===== src/hw/rtl/text_window_console_macros.svh =====
// Assertion macros shared by the text window console RTL.
// No dependencies; included by the files that carry assertions.
`ifndef TEXT_WINDOW_CONSOLE_MACROS_SVH
`define TEXT_WINDOW_CONSOLE_MACROS_SVH

// Same-cycle implication, disabled while reset is asserted.
`define TWC_ASSERT_NOW(label, clk, rst_n, ante, cons, msg) \
  label: assert property (@(posedge clk) disable iff (!rst_n) (ante) |-> (cons)) \
    else $error(msg);

// Next-cycle implication, disabled while reset is asserted.
`define TWC_ASSERT_NEXT(label, clk, rst_n, ante, cons, msg) \
  label: assert property (@(posedge clk) disable iff (!rst_n) (ante) |=> (cons)) \
    else $error(msg);

`endif


===== src/hw/rtl/twc_addr.sv =====
// Shared cell address unit: screen column and row to linear address, with clipping.
// No dependencies; instanced by the top level.
module twc_addr #(
  parameter int COLS = 80,
  parameter int ROWS = 25,
  localparam int AW  = $clog2(COLS * ROWS)
) (
  input  logic [7:0]    col,
  input  logic [6:0]    row,
  output logic [AW-1:0] addr,
  output logic          on_screen
);

  localparam int PW = 16;

  logic [PW-1:0] lin;

  // row * COLS + col; the product stays below 2^15 for every legal screen size
  assign lin       = PW'(row) * PW'(COLS) + PW'(col);
  assign addr      = lin[AW-1:0];
  assign on_screen = (int'(col) < COLS) && (int'(row) < ROWS);

endmodule


===== config.mk =====
export PLATFORM = sky130hd
export DESIGN_NAME = twc_addr
export DESIGN_NICKNAME = d
export VERILOG_FILES = /design/src/hw/rtl/text_window_console_macros.svh /design/src/hw/rtl/twc_addr.sv
export SDC_FILE = /design/constraint.sdc
export NUM_CORES = 1
export LEC_CHECK = 0
export BUFFER_PORTS_ARGS = -buffer_cell sky130_fd_sc_hd__buf_2
export CAP_MARGIN = 20
export CELL_PAD_IN_SITES_DETAIL_PLACEMENT = 0
export CELL_PAD_IN_SITES_GLOBAL_PLACEMENT = 1
export CORE_AREA = 2 2 39 41
export DETAILED_ROUTE_END_ITERATION = 8
export DIE_AREA = 0 0 41 43
export PLACE_DENSITY = 0.91
export SYNTH_ARGS = -nofsm -noshare
export SYNTH_HDL_FRONTEND = slang
export SYNTH_SLANG_ARGS = --single-unit

===== constraint.sdc =====
create_clock -name vclk -period 2.2
set_input_delay 0.33 -clock vclk [all_inputs]
set_output_delay 0.33 -clock vclk [all_outputs]
set_load 0.05 [all_outputs]

[Yosys cells after proc, flatten, opt, wreduce, memory -nomap -nowiden]
Index checks and enable logic that the tools add are counted.
Storage, ports and cells
  register bits: 0
  input bits: 15
  output and inout bits: 12
Operators by class
  add/subtract/negate cells: 1
  multiply operators: 1
  magnitude comparators: 2
  reductions and logical operators: 1
Operator list (count)
  adder 11 x 8 -> 11 bit: 1
  < comparator 8 x 7 -> 1 bit (second input constant): 1
  < comparator 7 x 5 -> 1 bit (second input constant): 1
  multiplier 7 x 3 -> 7 bit (second input constant): 1
  logical AND 1 bit: 1

[Depth between registers and ports, before layout]
Gate-level depths: netlist (run 1).
  depth after elaboration: 2
  gate-level depth with buffers: 7

[Least setup slack after synthesis (run 1)]
Ideal clock, no wire load.
  path kind: input -> output
  from: input port row[1]
  to: output port addr[9]
  data arrival time: 2.337 ns
  data required time: 1.870 ns
  setup slack: -0.467 ns
  stages on the path: 7
  path buffers: 0
  path through: ha_1 > ha_1 > inv_1 > fa_1 > nand2b_1 > o22ai_1 > xnor2_1
On the way
  cells in the longest elaborated chain, start to end: 2
RTL lines
  start, declared: RTL line twc_addr.sv:9  | input logic [6:0] row,
  multiplier 7 x 3 -> 7 bit: RTL line twc_addr.sv:19  | assign lin = PW'(row) * PW'(COLS) + PW'(col);
  adder 11 x 8 -> 11 bit: RTL line twc_addr.sv:19
  end, declared: RTL line twc_addr.sv:10  | output logic [AW-1:0] addr,
Every way passes these cells.

[Final worst setup path (run 1)]
  from: input port row[3]
  to: output port addr[9]
The elaborated chain is that of the path after synthesis.

==> results.cfg, run 1 <==
[worst_setup_path]
critical_path.cell_chain = buf_8 -> ha_4 -> ha_4 -> inv_2 -> fa_2 -> buf_4 -> o22ai_4 -> xnor2_4 -> buf_6
element_type_at_the_critical_path_end = output port
crit_arrival_ps = 2000
cp_data_required_time_ps = 1870
crit_slowest_cell = sky130_fd_sc_hd__fa_2
crit_path_max_fanout = 3
setup.worst_path.start_class = input pin
timing.critical_path.slowest_cell_delay_ps = 470
critPathMostFrequentCell = sky130_fd_sc_hd__ha_4
critical_path_class = input pin to output port
cp_top_family = adder cells
cp_num_buf_inv = 4

[power_and_ir_drop]
p_per_area_nw_per_um2 = 653.1
static-leakage-power_nw = 0.3587
ir_worst_vdd_uv = 323.2
design_power_total_mw = 0.5017

[layout]
drive_above_1_share_pct = 67.65
final_cells = 84
final.clkbuf_count = 0
antenna_cells = 0
area.growth.synth_to_final_pct = 101.3
fillerInstances = 113
postLayoutCellArea_um2 = 768.2
seqCellArea_um2 = 0
fin_nets = 98
n_sequential_cell = 0

[die]
design.portCount = 27
design.die.area_um2 = 1763
initial_utilization_pct = 27.58
dieWidth_um = 41
die_h_um = 43
core_area_um2 = 1384
fp-row-count = 14

[yosys]
synth_top_area_share_pct = 36.07
syn_area_per_cell_um2 = 8.875
ys.warnings.count = 0
syn-cell-area_um2 = 381.6
synth_nets = 71
yosysSeqAreaShare_pct = 0
synth_area_leader_cell = sky130_fd_sc_hd__ha_1
post_synth_inst_count = 43
synthDistinctLibCells = 14
synthTopCellsByArea = sky130_fd_sc_hd__ha_1 36%, sky130_fd_sc_hd__xnor2_1 11%, sky130_fd_sc_hd__fa_1 10%, sky130_fd_sc_hd__xor2_1 9.2%, sky130_fd_sc_hd__buf_4 7.9%

[drt]
highest-signal-layer = met3
num_vias = 386
detailroute.wirelength.met2_um = 528
remaining_drc_errors = 0
dr.first_iter.drc_count = 0
drtAntennaViolNets = 0
met3RoutedLength_um = 42
routed_wl_um = 998
drt-pass1-iter-count = 1
vias_per_cell = 4.595
wire_per_inst_um = 11.88
detail_route.wirelength.met1_um = 427

[global_routing]
grt_start_max_net_pins = 4
wire_length_of_the_first_global_routing_pass_mm = 1.621
grt.overflow.total = 0
initial_antenna_violation_count = 0
grt_pass1_vias = 402
global_routing_usage_summed_across_all_routing_layers_pct = 12.75

[timing]
timing.setup.tns_ps = -336.0
relSlewSlack_pct = 73.69
clock.fmax_ghz = 0.4290
finalWorstPathRequiredPeriod_ps = 2331
timing.final.crit_share_pct = 106.0
worstMarginPinSlew_ps = 391.8
hold_violations = 0
report.final.slew_viol_count = 0
setup_viol_count_final = 3
final.setup.worst_slack_ps = -130.9
rsz0062_at_grt = yes

[place]
placed_cells = 83
dp_area_um2 = 668.1
buffer_ports.inserted = 19
place.gp.congestion = 0.6825
pre_cts_ws_ps = -312.5
hpwlAfterDp_um = 822.2

[job]
cap_violations = 0

[status]
outcome = finished, violations left
violated_checks = negative setup slack

[hold_path]
worstHoldPathType = input pin to output port
[cell families after synthesis]
| kind of cell | Yosys count | synth area share (%) |
|---|---|---|
| adder cells (fa/ha/maj) | 13 | 46.56 |
| buffers and inverters | 8 | 11.80 |
| AND/OR/NAND/NOR | 4 | 5.904 |
| AO/OA/AOI/OAI | 9 | 15.08 |
| XOR/XNOR | 9 | 20.65 |
[synth_stat cells]
cell,number
sky130_fd_sc_hd__o22ai_1,1
sky130_fd_sc_hd__ha_1,11
sky130_fd_sc_hd__xnor2_1,5
sky130_fd_sc_hd__and3_1,1
sky130_fd_sc_hd__o311ai_0,1
sky130_fd_sc_hd__xor2_1,4
sky130_fd_sc_hd__nor3_1,2
sky130_fd_sc_hd__nand2b_1,1
sky130_fd_sc_hd__fa_1,2
sky130_fd_sc_hd__inv_1,4
sky130_fd_sc_hd__a21oi_1,3
sky130_fd_sc_hd__o21ai_0,1
sky130_fd_sc_hd__buf_4,4
sky130_fd_sc_hd__a21o_1,3
[through the flow]
| stage | hold WS (ps) | util (%) |
|---|---|---|
| after global routing | 660.1 | 55.52 |
| final | 660.0 | 55.52 |
| after global placement | 660.3 | 48.28 |
| after floorplan | 827.1 | - |
| after CTS | 660.3 | 53.98 |
| after detailed placement | 660.3 | 48.28 |
[what timing repair did]
action,in CTS,in global routing
pin swaps,5,6
cloned,0,0
buffers inserted,2,0
gates resized for setup,17,3
hold buffers,0,0
endpoints found under the setup margin,3,4
[layout make-up]
| cell class | count | area (um^2) | share of cell area (%) |
|---|---|---|---|
| inverter | 4 | 15.01 | 1.954 |
| multi-input combinational | 35 | 520.5 | 67.75 |
| timing repair buffer | 29 | 212.7 | 27.69 |
| tap | 16 | 20.02 | 2.606 |
[report_power, final]
part / internal [mW] / total, mW / switching (mW)
Clock: 0 / 0 / 0
Sequential: 0 / 0 / 0
Combinational: 0.223 / 0.502 / 0.279
Total: 0.223 / 0.502 / 0.279
[cells in the final DEF (no fill, tap or decap)]
master,n
sky130_fd_sc_hd__a21o_1,3
sky130_fd_sc_hd__a21oi_2,1
sky130_fd_sc_hd__xor2_1,2
sky130_fd_sc_hd__ha_4,5
sky130_fd_sc_hd__fa_2,1
sky130_fd_sc_hd__xnor2_4,2
sky130_fd_sc_hd__nand2b_4,1
sky130_fd_sc_hd__inv_2,1
sky130_fd_sc_hd__ha_1,6
sky130_fd_sc_hd__buf_8,2
sky130_fd_sc_hd__a21oi_1,1
sky130_fd_sc_hd__xnor2_2,1
sky130_fd_sc_hd__buf_4,9
sky130_fd_sc_hd__o21ai_0,1
sky130_fd_sc_hd__nor3_1,1
sky130_fd_sc_hd__buf_6,4
sky130_fd_sc_hd__nor3_4,1
sky130_fd_sc_hd__inv_1,3
sky130_fd_sc_hd__o311ai_0,1
sky130_fd_sc_hd__o22ai_4,1
sky130_fd_sc_hd__xnor2_1,2
sky130_fd_sc_hd__and3_1,1
sky130_fd_sc_hd__xor2_4,1
sky130_fd_sc_hd__fa_1,1
sky130_fd_sc_hd__xor2_2,1
sky130_fd_sc_hd__buf_2,14
sky130_fd_sc_hd__a21oi_4,1
[worst paths after layout]
check,startpoint,endpoint,slack (ps),depth (start not counted)
setup / recovery,row[3],addr[9],-130,9
hold / removal,col[0],addr[0],660,0
[layer usage]
metal  up-vias  track usage [%]
met5         -                0
met4         0            1.333
met3         0           0.5236
met2         8            24.38
met1       182            14.79
li1        196                -
(Power assumes the default switching activity.)
==> run 2: changes to the inputs <==
--- a/config.mk
+++ b/config.mk
@@ -12,7 +12,7 @@
 export CORE_AREA = 2 2 39 41
 export DETAILED_ROUTE_END_ITERATION = 8
 export DIE_AREA = 0 0 41 43
-export PLACE_DENSITY = 0.91
+export PLACE_DENSITY_LB_ADDON = 0.2
 export SYNTH_ARGS = -nofsm -noshare
 export SYNTH_HDL_FRONTEND = slang
 export SYNTH_SLANG_ARGS = --single-unit
==> run 2 against run 1 <==
  * The flow still finishes with violations (negative setup slack)
  * Hold slack gained 0.51 ps
  * Flip-flop and latch count is the same
  * Critical endpoint is now addr[10]
  * Critical path depth is the same
  * Count of clock-buffer cells in the layout is the same
  * First-iteration DRC count is the same
  * Critical path type unchanged
  * Worst setup slack lost 4.4 ps
  * Global-route usage shrank 0.40 points
  * Non-clock buffer count grew 3
  * Die area is the same
==> results.cfg, run 2 (synthesis gave the netlist of run 1 again) <==
[status]
outcome = finished, violations left
violated_checks = negative setup slack

[global_routing]
grt.overflow.total = 0
global_routing_usage_summed_across_all_routing_layers_pct = 12.35
wire_length_of_the_first_global_routing_pass_mm = 1.635
grt_pass1_vias = 400
initial_antenna_violation_count = 0
grt_start_max_net_pins = 4

[place]
hpwlAfterDp_um = 853.5
pre_cts_ws_ps = -315.9
dp_area_um2 = 683.2
buffer_ports.inserted = 19
placed_cells = 85
place.gp.congestion = 0.7098

[layout]
final_cells = 87
n_sequential_cell = 0
final.clkbuf_count = 0
drive_above_1_share_pct = 70.42
postLayoutCellArea_um2 = 793.3
antenna_cells = 0
area.growth.synth_to_final_pct = 107.9
seqCellArea_um2 = 0
final_util_pct = 57.32
layout_commonest_cell = sky130_fd_sc_hd__buf_2
final_cell_mix = 14 x sky130_fd_sc_hd__buf_2, 12 x sky130_fd_sc_hd__buf_4, 5 x sky130_fd_sc_hd__ha_1, 5 x sky130_fd_sc_hd__ha_4, 4 x sky130_fd_sc_hd__buf_6
fin_nets = 101

[drt]
vias_per_cell = 4.552
drt-pass1-iter-count = 1
dr.first_iter.drc_count = 0
wire_per_inst_um = 11.34
remaining_drc_errors = 0
drtAntennaViolNets = 0
num_vias = 396
routed_wl_um = 987

[die]
dieWidth_um = 41
die_h_um = 43
design.portCount = 27
design.die.area_um2 = 1763
initial_utilization_pct = 27.58
core_area_um2 = 1384
fp-row-count = 14

[worst_setup_path]
setup.worst_path.start_class = input pin
critical_path_class = input pin to output port
element_type_at_the_critical_path_end = output port
crit_arrival_ps = 2010
crit_path_max_fanout = 3
cp_data_required_time_ps = 1870
endpoint = addr[10]
worstSetupStartpoint = row[1]

[power_and_ir_drop]
register_share_of_total_power_pct = 0
design_power_total_mw = 0.5060
static-leakage-power_nw = 0.3717
clockPowerShare_pct = 0
comb_power_share_pct = 100.0
ir_worst_vdd_uv = 316.5
power.internal_mw = 0.2287
p_per_area_nw_per_um2 = 637.8
total_switching_power_mw = 0.2773
switching_share_pct = 54.80

[timing]
worstMarginPinSlew_ps = 263.2
finalWorstPathRequiredPeriod_ps = 2335
timing.setup.tns_ps = -343.6
rsz0062_at_grt = yes
report.final.slew_viol_count = 0
timing.final.crit_share_pct = 106.2
clock.fmax_ghz = 0.4282
hold_ws_ps = 660.5
final.setup.worst_slack_ps = -135.4
relSlewSlack_pct = 82.23
hold_violations = 0
setup_viol_count_final = 3

[hold_path]
worstHoldPathType = input pin to output port

[job]
cap_violations = 0
-- run 2: worst min-delay path by stage --
| stage | to | cells past startpoint | slack (ps) | start |
|---|---|---|---|---|
| global route | addr[1] | 0 | 660 | col[1] |
| detailed placement | addr[3] | 0 | 660 | col[3] |
| CTS | addr[3] | 0 | 660 | col[3] |
| floorplan | addr[0] | 1 | 830 | col[0] |
| global placement | addr[3] | 0 | 660 | col[3] |
| finish | addr[3] | 0 | 660 | col[3] |
-- run 2: final cells by class --
cell class | instances | area [um^2]
fillers | 133 | 590.6
multi-input cells | 35 | 523.0
repair buffers | 32 | 235.2
well taps | 16 | 20.02
inverters | 4 | 15.01
-- run 2: what timing repair did --
| item | 4_1_cts | 5_1_grt |
|---|---|---|
| hold buffers | 0 | 0 |
| endpoints found under the setup margin | 3 | 4 |
| buffers inserted | 2 | 1 |
| gates resized for setup | 14 | 6 |
| pin swaps | 5 | 6 |
-- run 2: per-layer routing --
layer  up-vias  share of wire (%)  GRT usage [%]
met3         0                5.7          2.094
met2        10                 56          20.94
met5         -                  0              0
met1       184                 39          16.72
met4         0                  0              0
li1        202                  -              -
-- run 2: critical path: stages --
cell	delay, ps
sky130_fd_sc_hd__buf_8	100
sky130_fd_sc_hd__ha_4	230
sky130_fd_sc_hd__ha_4	150
sky130_fd_sc_hd__inv_2	50
sky130_fd_sc_hd__fa_2	480
sky130_fd_sc_hd__buf_6	150
sky130_fd_sc_hd__nor3_4	190
sky130_fd_sc_hd__xnor2_4	140
sky130_fd_sc_hd__buf_6	170
-- run 2: power groups by stage --
stage / registers, mW / clock network [mW] / logic (mW)
final: 0 / 0 / 0.506
after global routing: 0 / 0 / 0.537
after CTS: 0 / 0 / 0.489
after detailed placement: 0 / 0 / 0.439
after global placement: 0 / 0 / 0.438
after floorplan: 0 / 0 / 0.353
